[src/rtl/dfod_pkg.sv]
`timescale 1ns / 1ps

package dfod_pkg;

  // Result kinds.
  typedef enum logic [1:0] {
    KIND_PIXEL = 2'd0,
    KIND_RUN   = 2'd1,
    KIND_END   = 2'd2
  } kind_e;

  localparam logic [12:0] ROW_PITCH_RESET = 13'd320;

  typedef struct packed {
    logic [7:0] data_byte;
    logic       last_byte;
  } in_t;

  typedef struct packed {
    kind_e       kind;
    logic [15:0] position;
    logic [19:0] address;
    logic [7:0]  pixel_a;
    logic [7:0]  pixel_b;
    logic [16:0] pair_count;
    logic        frame_done;
  } out_t;

  // Decoded command handed from the parser to the address pipeline.
  typedef struct packed {
    kind_e       kind;
    logic [15:0] position;
    logic [7:0]  pixel_a;
    logic [7:0]  pixel_b;
    logic [16:0] pair_count;
    logic        frame_done;
  } cmd_t;

endpackage

[src/rtl/dfod_front.sv]
`timescale 1ns / 1ps

module dfod_front import dfod_pkg::*; #(
  parameter int FRAME_PIXELS = 64000
) (
  input  logic clk_i,
  input  logic rst_ni,
  input  logic accept_i,
  input  in_t  in_i,
  output logic cmd_valid_o,
  output cmd_t cmd_o
);

  localparam logic [2:0] PH_OPCODE  = 3'd0;
  localparam logic [2:0] PH_CNT_LO  = 3'd1;
  localparam logic [2:0] PH_CNT_HI  = 3'd2;
  localparam logic [2:0] PH_LITERAL = 3'd3;
  localparam logic [2:0] PH_PAT_A   = 3'd4;
  localparam logic [2:0] PH_PAT_B   = 3'd5;

  localparam logic [2:0] CL_SKIP8  = 3'd0;
  localparam logic [2:0] CL_SKIP16 = 3'd1;
  localparam logic [2:0] CL_LIT8   = 3'd2;
  localparam logic [2:0] CL_LIT16  = 3'd3;
  localparam logic [2:0] CL_PAT8   = 3'd4;
  localparam logic [2:0] CL_PAT16  = 3'd5;

  localparam logic [7:0] OP_END       = 8'h00;
  localparam logic [7:0] OP_END_ALT   = 8'h13;
  localparam logic [7:0] OP_SKIP1     = 8'h02;
  localparam logic [7:0] OP_SKIP8     = 8'h03;
  localparam logic [7:0] OP_SKIP16    = 8'h04;
  localparam logic [7:0] OP_LIT_FIRST = 8'h06;
  localparam logic [7:0] OP_LIT_LAST  = 8'h0a;
  localparam logic [7:0] OP_LIT8      = 8'h0b;
  localparam logic [7:0] OP_LIT16     = 8'h0c;
  localparam logic [7:0] OP_PAT_FIRST = 8'h0d;
  localparam logic [7:0] OP_PAT_LAST  = 8'h10;
  localparam logic [7:0] OP_PAT8      = 8'h11;
  localparam logic [7:0] OP_PAT16     = 8'h12;
  localparam logic [7:0] LIT_BIAS     = 8'd5;
  localparam logic [7:0] PAT_BIAS     = 8'd11;

  localparam logic [16:0] FRAME_PIX = 17'(FRAME_PIXELS);

  logic [2:0]  phase_q, phase_d;
  logic [2:0]  op_class_q, op_class_d;
  logic [16:0] pos_q, pos_d;
  logic [17:0] bytes_left_q, bytes_left_d;
  logic [7:0]  count_low_q, count_low_d;
  logic [7:0]  pattern_first_q, pattern_first_d;
  logic        frame_ended_q, frame_ended_d;

  logic [7:0]  d;
  logic [16:0] cnt_n;
  logic        start;
  logic [16:0] room;
  logic [17:0] pairs;
  logic [17:0] bl_next;
  logic        emit;
  cmd_t        cmd;

  function automatic logic [16:0] sat_advance(input logic [16:0] p, input logic [18:0] inc);
    logic [19:0] s;
    s = {3'd0, p} + {1'b0, inc};
    if (s > {3'd0, FRAME_PIX}) begin
      return FRAME_PIX;
    end
    return s[16:0];
  endfunction

  assign d = in_i.data_byte;

  always_comb begin
    phase_d         = phase_q;
    op_class_d      = op_class_q;
    pos_d           = pos_q;
    bytes_left_d    = bytes_left_q;
    count_low_d     = count_low_q;
    pattern_first_d = pattern_first_q;
    frame_ended_d   = frame_ended_q;
    emit            = 1'b0;
    cmd             = '0;
    cnt_n           = '0;
    start           = 1'b0;
    room            = '0;
    pairs           = '0;
    bl_next         = '0;

    if (accept_i) begin
      if (frame_ended_q) begin
        // After an end opcode the rest of the stream is dropped up to the last word.
        if (in_i.last_byte) begin
          frame_ended_d   = 1'b0;
          phase_d         = PH_OPCODE;
          op_class_d      = '0;
          pos_d           = '0;
          bytes_left_d    = '0;
          count_low_d     = '0;
          pattern_first_d = '0;
        end
      end else begin
        unique case (phase_q)
          PH_OPCODE: begin
            unique case (d) inside
              OP_END, OP_END_ALT: begin
                emit            = 1'b1;
                cmd.kind        = KIND_END;
                cmd.frame_done  = 1'b1;
                frame_ended_d   = !in_i.last_byte;
                phase_d         = PH_OPCODE;
                op_class_d      = '0;
                pos_d           = '0;
                bytes_left_d    = '0;
                count_low_d     = '0;
                pattern_first_d = '0;
              end
              OP_SKIP1: begin
                pos_d = sat_advance(pos_q, 19'd2);
              end
              OP_SKIP8, OP_SKIP16: begin
                op_class_d = (d == OP_SKIP8) ? CL_SKIP8 : CL_SKIP16;
                phase_d    = PH_CNT_LO;
              end
              [OP_LIT_FIRST:OP_LIT_LAST]: begin
                bytes_left_d = {9'd0, d - LIT_BIAS, 1'b0};
                phase_d      = PH_LITERAL;
              end
              OP_LIT8, OP_LIT16: begin
                op_class_d = (d == OP_LIT8) ? CL_LIT8 : CL_LIT16;
                phase_d    = PH_CNT_LO;
              end
              [OP_PAT_FIRST:OP_PAT_LAST]: begin
                bytes_left_d = {10'd0, d - PAT_BIAS};
                phase_d      = PH_PAT_A;
              end
              OP_PAT8, OP_PAT16: begin
                op_class_d = (d == OP_PAT8) ? CL_PAT8 : CL_PAT16;
                phase_d    = PH_CNT_LO;
              end
              default: begin
              end
            endcase
          end
          PH_CNT_LO: begin
            if (op_class_q == CL_SKIP8 || op_class_q == CL_LIT8 || op_class_q == CL_PAT8) begin
              cnt_n = {9'd0, d} + 17'd1;
              start = 1'b1;
            end else begin
              count_low_d = d;
              phase_d     = PH_CNT_HI;
            end
          end
          PH_CNT_HI: begin
            cnt_n = {1'b0, d, count_low_q} + 17'd1;
            start = 1'b1;
          end
          PH_LITERAL: begin
            if (pos_q < FRAME_PIX) begin
              emit          = 1'b1;
              cmd.kind      = KIND_PIXEL;
              cmd.position  = pos_q[15:0];
              cmd.pixel_a   = d;
            end
            pos_d   = sat_advance(pos_q, 19'd1);
            bl_next = bytes_left_q - {17'd0, bytes_left_q != 18'd0};
            bytes_left_d = bl_next;
            if (bl_next == 18'd0) begin
              phase_d = PH_OPCODE;
            end
          end
          PH_PAT_A: begin
            pattern_first_d = d;
            phase_d         = PH_PAT_B;
          end
          default: begin
            // Second pattern byte: clip the run to the whole pairs left in the frame.
            if (pos_q < FRAME_PIX) begin
              room = (FRAME_PIX - pos_q) >> 1;
            end
            pairs = (bytes_left_q < {1'b0, room}) ? bytes_left_q : {1'b0, room};
            if (pairs != 18'd0) begin
              emit           = 1'b1;
              cmd.kind       = KIND_RUN;
              cmd.position   = pos_q[15:0];
              cmd.pixel_a    = pattern_first_q;
              cmd.pixel_b    = d;
              cmd.pair_count = pairs[16:0];
            end
            pos_d        = sat_advance(pos_q, {bytes_left_q, 1'b0});
            bytes_left_d = '0;
            phase_d      = PH_OPCODE;
          end
        endcase

        if (start) begin
          if (op_class_q == CL_SKIP8 || op_class_q == CL_SKIP16) begin
            pos_d   = sat_advance(pos_q, {1'b0, cnt_n, 1'b0});
            phase_d = PH_OPCODE;
          end else if (op_class_q == CL_LIT8 || op_class_q == CL_LIT16) begin
            bytes_left_d = {cnt_n, 1'b0};
            phase_d      = PH_LITERAL;
          end else begin
            bytes_left_d = {1'b0, cnt_n};
            phase_d      = PH_PAT_A;
          end
        end

        // The last word closes the frame, with a bare end word if nothing else came out.
        if (in_i.last_byte) begin
          if (!emit) begin
            cmd      = '0;
            cmd.kind = KIND_END;
          end
          emit            = 1'b1;
          cmd.frame_done  = 1'b1;
          phase_d         = PH_OPCODE;
          op_class_d      = '0;
          pos_d           = '0;
          bytes_left_d    = '0;
          count_low_d     = '0;
          pattern_first_d = '0;
        end
      end
    end
  end

  always_ff @(posedge clk_i or negedge rst_ni) begin
    if (!rst_ni) begin
      phase_q         <= PH_OPCODE;
      op_class_q      <= '0;
      pos_q           <= '0;
      bytes_left_q    <= '0;
      count_low_q     <= '0;
      pattern_first_q <= '0;
      frame_ended_q   <= 1'b0;
    end else begin
      phase_q         <= phase_d;
      op_class_q      <= op_class_d;
      pos_q           <= pos_d;
      bytes_left_q    <= bytes_left_d;
      count_low_q     <= count_low_d;
      pattern_first_q <= pattern_first_d;
      frame_ended_q   <= frame_ended_d;
    end
  end

  assign cmd_valid_o = emit;
  assign cmd_o       = cmd;

endmodule

[src/rtl/dfod_queue.sv]
`timescale 1ns / 1ps

module dfod_queue import dfod_pkg::*; #(
  parameter int DEPTH = 4
) (
  input  logic clk_i,
  input  logic rst_ni,
  input  logic wr_en_i,
  input  cmd_t wr_data_i,
  input  logic rd_en_i,
  output cmd_t rd_data_o,
  output logic full_o,
  output logic empty_o
);

  localparam int PTR_W = (DEPTH > 1) ? $clog2(DEPTH) : 1;
  localparam int CNT_W = $clog2(DEPTH + 1);
  localparam logic [PTR_W-1:0] PTR_LAST = PTR_W'(DEPTH - 1);
  localparam logic [CNT_W-1:0] CNT_FULL = CNT_W'(DEPTH);

  cmd_t             mem_q [DEPTH];
  logic [PTR_W-1:0] wr_ptr_q, rd_ptr_q;
  logic [CNT_W-1:0] count_q;
  logic             do_wr, do_rd;

  assign full_o    = (count_q == CNT_FULL);
  assign empty_o   = (count_q == '0);
  assign do_wr     = wr_en_i && !full_o;
  assign do_rd     = rd_en_i && !empty_o;
  assign rd_data_o = mem_q[rd_ptr_q];

  always_ff @(posedge clk_i) begin
    if (do_wr) begin
      mem_q[wr_ptr_q] <= wr_data_i;
    end
  end

  always_ff @(posedge clk_i or negedge rst_ni) begin
    if (!rst_ni) begin
      wr_ptr_q <= '0;
      rd_ptr_q <= '0;
      count_q  <= '0;
    end else begin
      if (do_wr) begin
        wr_ptr_q <= (wr_ptr_q == PTR_LAST) ? '0 : wr_ptr_q + PTR_W'(1);
      end
      if (do_rd) begin
        rd_ptr_q <= (rd_ptr_q == PTR_LAST) ? '0 : rd_ptr_q + PTR_W'(1);
      end
      if (do_wr && !do_rd) begin
        count_q <= count_q + CNT_W'(1);
      end else if (do_rd && !do_wr) begin
        count_q <= count_q - CNT_W'(1);
      end
    end
  end

endmodule

[src/rtl/dfod_back.sv]
`timescale 1ns / 1ps

module dfod_back import dfod_pkg::*; #(
  parameter int LINE_WIDTH = 320
) (
  input  logic        clk_i,
  input  logic        rst_ni,
  input  logic        cmd_valid_i,
  input  cmd_t        cmd_i,
  output logic        cmd_pop_o,
  input  logic [12:0] row_pitch_i,
  input  logic        pop_i,
  output logic        empty_o,
  output out_t        out_o
);

  // Row is taken as (position * RECIP) >> SHIFT, exact for every 16-bit position.
  localparam int          SHIFT   = 16 + $clog2(LINE_WIDTH);
  localparam logic [63:0] RECIP64 =
      ((64'd1 << SHIFT) + 64'(LINE_WIDTH) - 64'd1) / 64'(LINE_WIDTH);
  localparam logic [16:0] RECIP   = RECIP64[16:0];
  localparam logic [15:0] LINE_W  = 16'(LINE_WIDTH);

  logic        adv;
  logic [47:0] recip_prod;
  logic [15:0] row_base;

  logic        s1_vld_q, s2_vld_q, s3_vld_q;
  cmd_t        s1_cmd_q, s2_cmd_q, s3_cmd_q;
  logic [15:0] s1_row_q;
  logic [15:0] s2_col_q;
  logic [19:0] s2_mul_q;
  logic [19:0] s3_addr_q;

  // The whole pipeline moves when the output register is free or being taken.
  assign adv        = !s3_vld_q || pop_i;
  assign cmd_pop_o  = adv && cmd_valid_i;
  assign recip_prod = {32'd0, cmd_i.position} * {31'd0, RECIP};
  // Only the low 16 bits matter since the column is below the line width.
  assign row_base   = s1_row_q * LINE_W;

  always_ff @(posedge clk_i or negedge rst_ni) begin
    if (!rst_ni) begin
      s1_vld_q <= 1'b0;
      s2_vld_q <= 1'b0;
      s3_vld_q <= 1'b0;
    end else if (adv) begin
      s1_vld_q <= cmd_valid_i;
      s2_vld_q <= s1_vld_q;
      s3_vld_q <= s2_vld_q;
    end
  end

  always_ff @(posedge clk_i) begin
    if (adv) begin
      s1_cmd_q  <= cmd_i;
      s1_row_q  <= recip_prod[SHIFT +: 16];
      s2_cmd_q  <= s1_cmd_q;
      s2_col_q  <= s1_cmd_q.position - row_base;
      s2_mul_q  <= 20'({13'd0, s1_row_q} * {16'd0, row_pitch_i});
      s3_cmd_q  <= s2_cmd_q;
      s3_addr_q <= s2_mul_q + {4'd0, s2_col_q};
    end
  end

  assign empty_o          = !s3_vld_q;
  assign out_o.kind       = s3_cmd_q.kind;
  assign out_o.position   = s3_cmd_q.position;
  assign out_o.address    = (s3_cmd_q.kind == KIND_PIXEL) ? s3_addr_q : '0;
  assign out_o.pixel_a    = s3_cmd_q.pixel_a;
  assign out_o.pixel_b    = s3_cmd_q.pixel_b;
  assign out_o.pair_count = s3_cmd_q.pair_count;
  assign out_o.frame_done = s3_cmd_q.frame_done;

endmodule

[src/rtl/delta_frame_opcode_decoder_top.sv]
`timescale 1ns / 1ps

// Channel   Handshake           Payload
// input     push / full         in_word_i   (data_byte, last_byte)
// result    empty / pop         out_word_o  (kind .. frame_done)
// config    cfg_we_i            cfg_wdata_i (row_pitch)
//
// One byte is taken per clock while full is low; the parser handles each byte in
// the cycle it arrives. A result goes from the command queue through the address
// pipeline registers s1, s2 and s3; the last holds the word until it is popped.
// Reset is asynchronous and active low; row_pitch resets to 320 and no clearing pass runs.
// A stalled pop holds the address pipeline; the parser runs on until the queue fills.

module delta_frame_opcode_decoder_top import dfod_pkg::*; #(
  parameter int LINE_WIDTH   = 320,
  parameter int FRAME_PIXELS = 64000,
  parameter int CMD_DEPTH    = 4
) (
  input  logic        clk_i,
  input  logic        rst_ni,
  input  logic        push,
  output logic        full,
  input  in_t         in_word_i,
  output logic        empty,
  input  logic        pop,
  output out_t        out_word_o,
  input  logic        cfg_we_i,
  input  logic [12:0] cfg_wdata_i
);

  logic [12:0] row_pitch_q;
  logic        accept;
  logic        cmd_valid;
  cmd_t        cmd;
  cmd_t        q_data;
  logic        q_empty;
  logic        q_pop;

  assign accept = push && !full;

  always_ff @(posedge clk_i or negedge rst_ni) begin
    if (!rst_ni) begin
      row_pitch_q <= ROW_PITCH_RESET;
    end else if (cfg_we_i) begin
      row_pitch_q <= cfg_wdata_i;
    end
  end

  dfod_front #(
    .FRAME_PIXELS(FRAME_PIXELS)
  ) u_front (
    .clk_i      (clk_i),
    .rst_ni     (rst_ni),
    .accept_i   (accept),
    .in_i       (in_word_i),
    .cmd_valid_o(cmd_valid),
    .cmd_o      (cmd)
  );

  dfod_queue #(
    .DEPTH(CMD_DEPTH)
  ) u_queue (
    .clk_i    (clk_i),
    .rst_ni   (rst_ni),
    .wr_en_i  (cmd_valid),
    .wr_data_i(cmd),
    .rd_en_i  (q_pop),
    .rd_data_o(q_data),
    .full_o   (full),
    .empty_o  (q_empty)
  );

  dfod_back #(
    .LINE_WIDTH(LINE_WIDTH)
  ) u_back (
    .clk_i      (clk_i),
    .rst_ni     (rst_ni),
    .cmd_valid_i(!q_empty),
    .cmd_i      (q_data),
    .cmd_pop_o  (q_pop),
    .row_pitch_i(row_pitch_q),
    .pop_i      (pop),
    .empty_o    (empty),
    .out_o      (out_word_o)
  );

endmodule

[config.mk]
export PLATFORM = sky130hd
export DESIGN_NAME = delta_frame_opcode_decoder_top
export DESIGN_NICKNAME = d
export VERILOG_FILES = /design/src/rtl/dfod_pkg.sv /design/src/rtl/dfod_front.sv /design/src/rtl/dfod_queue.sv /design/src/rtl/dfod_back.sv /design/src/rtl/delta_frame_opcode_decoder_top.sv
export SDC_FILE = /design/constraint.sdc
export NUM_CORES = 1
export LEC_CHECK = 0
export ABC_AREA = 1
export BUFFER_PORTS_ARGS = -buffer_cell sky130_fd_sc_hd__buf_2
export CORE_AREA = 2 2 301 303
export DETAILED_ROUTE_END_ITERATION = 16
export DIE_AREA = 0 0 303 305
export MAX_ROUTING_LAYER = met4
export PLACE_DENSITY = 0.59
export SYNTH_ARGS = -nofsm -noshare
export SYNTH_HDL_FRONTEND = slang
export SYNTH_HIERARCHICAL = 1
export SYNTH_SLANG_ARGS = --single-unit
[constraint.sdc]
create_clock -name clk_i -period 6 [get_ports clk_i]
set_input_delay 0.3 -clock clk_i [delete_from_list [all_inputs] [get_ports clk_i]]
set_output_delay 0.3 -clock clk_i [all_outputs]
set_load 0.1 [all_outputs]
==> flow_metrics.env <==
export IMPL_yosysMostFrequentCell="nand2_1"
export IMPL_path_buf_inv=6
export IMPL_ys_types=61
export IMPL_maxSlewViolCount=0
export IMPL_drive_above_1_share_pct=8.03
export IMPL_drtAntennaViolNets=0
export IMPL_fin_worst_skew_ns=0.0244
export IMPL_r2r_start="u_queue/rd_ptr_q[0]"
export IMPL_synth_cells=4067
export IMPL_die_width_microns=303
export IMPL_drtIter0Drc=1859
export IMPL_nFillCells=8744
export IMPL_multi_input_area_sq_um=17300
export IMPL_io_buffer_count=100
export IMPL_drc_errors=9
export IMPL_cts_tree="yes"
export IMPL_relSlewSlack_pct=19.8
export IMPL_synth_common_cells="nand2_1, inv_1, edfxtp_1, ha_1, nor2_1"
export IMPL_fmax_mhz=177
export IMPL_area_growth_pct=12.2
export IMPL_start_util_pct=39.7
export IMPL_cp_max_fo=20
export IMPL_root_buffer="clkbuf_16"
export IMPL_hold_class="in2reg"
export IMPL_grt_most_used_layer="met2"
export IMPL_critPathKind="reg2reg"
export IMPL_hold_viol=0
export IMPL_crit_top_cell="nand2_1"
export IMPL_holdCritStartpoint="cfg_we_i"
export IMPL_arrival_ns=6.02
export IMPL_design_die_area_sq_um=92400
export IMPL_ioPinCount=101
export IMPL_cts_buffers=56
export IMPL_clkTransAtPathRegs_ns=0.06
export IMPL_synth_edf_count=422
export IMPL_tightest_slew_ns=1.20
export IMPL_cp_cell_sequence="buf_6 -> o211ai_1 -> nand2_1 -> ha_1 -> inv_1 -> fa_1 -> inv_1 -> fa_1 -> fa_1 -> fa_1 -> inv_1 -> fa_1 -> inv_1 -> ha_1 -> nand2_1 -> inv_1 -> nand2_1 -> nand3_1 -> nand2_1 -> nand2_1 -> a21oi_1 -> nand2_1 -> nand2_1 -> nand2_1"
export IMPL_fin_crit_ns=5.66
export IMPL_diodes=0
export IMPL_holdWs_ns=0.0453
export IMPL_fin_nets=4662
export IMPL_cts_max_level=2
export IMPL_dr_pass1_iters=12
export IMPL_outcome="finished with violations"
export IMPL_ys_ff_latch=503
export IMPL_routed_via_density=5.05
export IMPL_place_gp_congestion=0.984
export IMPL_ys_top_cells_by_area="edfxtp_1, nand2_1, ha_1"
export IMPL_drv_cap=0
export IMPL_wl_microns=97300
export IMPL_grt_pass1_vias=26900
export IMPL_grt_pass1_wl_microns=151000
export IMPL_hold_end="row_pitch_q[6]"
export IMPL_start_kind="flop"
export IMPL_reg2regPathDepth=24
export IMPL_violations="DRC"
export IMPL_die_h_microns=305
export IMPL_whs_path_depth=3
export IMPL_grt_ovfl_total=0
export IMPL_rows=110
export IMPL_grt_max_degree=137
export IMPL_place_hpwl_microns=74400
export IMPL_yosys_area_top_type="edfxtp_1"
export IMPL_yosysTopAreaCellShare_pct=35.7
export IMPL_track_usage_pct=21.7
export IMPL_use_met3_pct=2.64
export IMPL_grt_met2_usage_pct=36.1
export IMPL_synth_nets=4518
export IMPL_reg2reg_slack_ns=0.34
export IMPL_route_vias_total=27500
export IMPL_cp_end_kind="flop"
export IMPL_clock_sinks=503
export IMPL_crit_slowest_cell="dfrtp_4"
export IMPL_yosysSeqAreaShare_pct=41.5
export IMPL_setup_viol=0
export IMPL_max_stage_delay_ns=0.55
export IMPL_cp_num_cells=24
export IMPL_antenna_found_initial=0
export IMPL_routedWlPerCell_microns=17.9
export IMPL_r2r_end="u_back/s1_row_q[6]"
export IMPL_crit_family="adder cells"
export IMPL_avgSynthCellArea_sq_um=8.72
export IMPL_ys_warn_count=6
export IMPL_ys_flop_type="edfxtp_1"
export IMPL_grt_use_met1_pct=27.5
export IMPL_regArea_sq_um=14700
export IMPL_clkLatencyLatePin_ns=0.61
export IMPL_synth_area_sq_um=35500
export IMPL_clockBufferDepth=3
export IMPL_min_period_over_period_pct=94.3
export IMPL_required_ns=6.36
export IMPL_synthArstFlopShare_pct=16.1
export IMPL_core_area_sq_um=89300
==> metal layers <==
metal	share of wire, %	vias to the layer above
li1	-	13500
met1	43	13000
met2	49	754
met3	5.3	173
met4	3.2	0
met5	0	-
==> worst max-delay path by stage <==
stage                        startpoint                  end
finish              u_queue/rd_ptr_q[0]   u_back/s1_row_q[6]
floorplan              u_front/pos_q[2]  u_queue/mem_q[0][0]
global route        u_queue/rd_ptr_q[0]   u_back/s1_row_q[0]
global placement    u_queue/rd_ptr_q[0]   u_back/s1_row_q[6]
detailed placement  u_queue/rd_ptr_q[0]   u_back/s1_row_q[6]
CTS                 u_queue/rd_ptr_q[0]   u_back/s1_row_q[6]
==> metrics by stage <==
step                area [sq um]  setup WS [ns]  std cells  setup TNS, ns  utilization [%]
floorplan                  35500         -0.476       4067         -98.93                -
global placement           37700          0.257       5312              0             42.2
detailed placement         37700          0.201       5312              0             42.2
CTS                        39700          0.196       5432              0             44.5
global route               39800      -0.000379       5434      -0.000379             44.5
finish                     39800          0.341       5434              0             44.5
==> kinds of logic (layout without fill, tap and decap cells) <==
| group | after synthesis | count (layout) | synth area share (%) |
|---|---|---|---|
| xor gates and xnor gates | 112 | 112 | 2.77 |
| AOI/OAI and AO/OA | 532 | 532 | 9.02 |
| buffers and inverters | 908 | 1099 | 9.98 |
| DFF | 503 | 503 | 41.5 |
| and+or+nand+nor | 1587 | 1587 | 18.6 |
| adders and majority gates | 424 | 424 | 18.1 |
| other | 1 | 1 | 0.0106 |
==> worst register-to-register path: cells and delay by family, from the launching register on <==
kind	cells	cell delay, ns
buf+inv	6	0.50
flops	1	0.55
fa+ha+maj	7	3.28
simple gates	9	0.70
compound gates	2	0.36
==> registers in the layout, indices dropped and copies added (netlist names), 17 cells and up <==
name                  flops
u_back/s2_cmd_q          52
u_back/s1_cmd_q          52
u_front/bytes_left_q     18
u_back/s2_mul_q          20
u_back/s3_addr_q         20
u_queue/mem_q           208
u_back/out_o             52
u_front/pos_q            17
==> cell type report <==
cell class | count | share of cell area [%]
Clock buffer | 77 | 3.98
Clock inverter | 28 | 0.768
Inverter | 792 | 7.48
Multi-Input combinational cell | 2656 | 43.5
Sequential cell | 503 | 37.0
Tap cell | 1176 | 3.70
Timing Repair Buffer | 202 | 3.62
==> placed cells by master (no fill, tap or decap), drive strengths merged, types with 37 or more instances in the layout <==
cell / instances
dfrtp: 79
o21ai: 153
edfxtp: 422
buf: 187
nor2: 276
clkbuf: 77
inv: 790
nand3: 198
nand4: 55
nor3: 37
o211ai: 112
a21oi: 173
xor2: 91
ha: 274
fa: 150
nand2: 978
==> timing repair <==
item                       CTS  global route
gates resized for setup      0            12
setup endpoints to repair    0             9
setup buffers                0             2
hold endpoints to repair    50             0
hold buffers                15             0
Power is not shown: default switching activity piles up to over one toggle a cycle in this logic, so the estimate is an artifact.
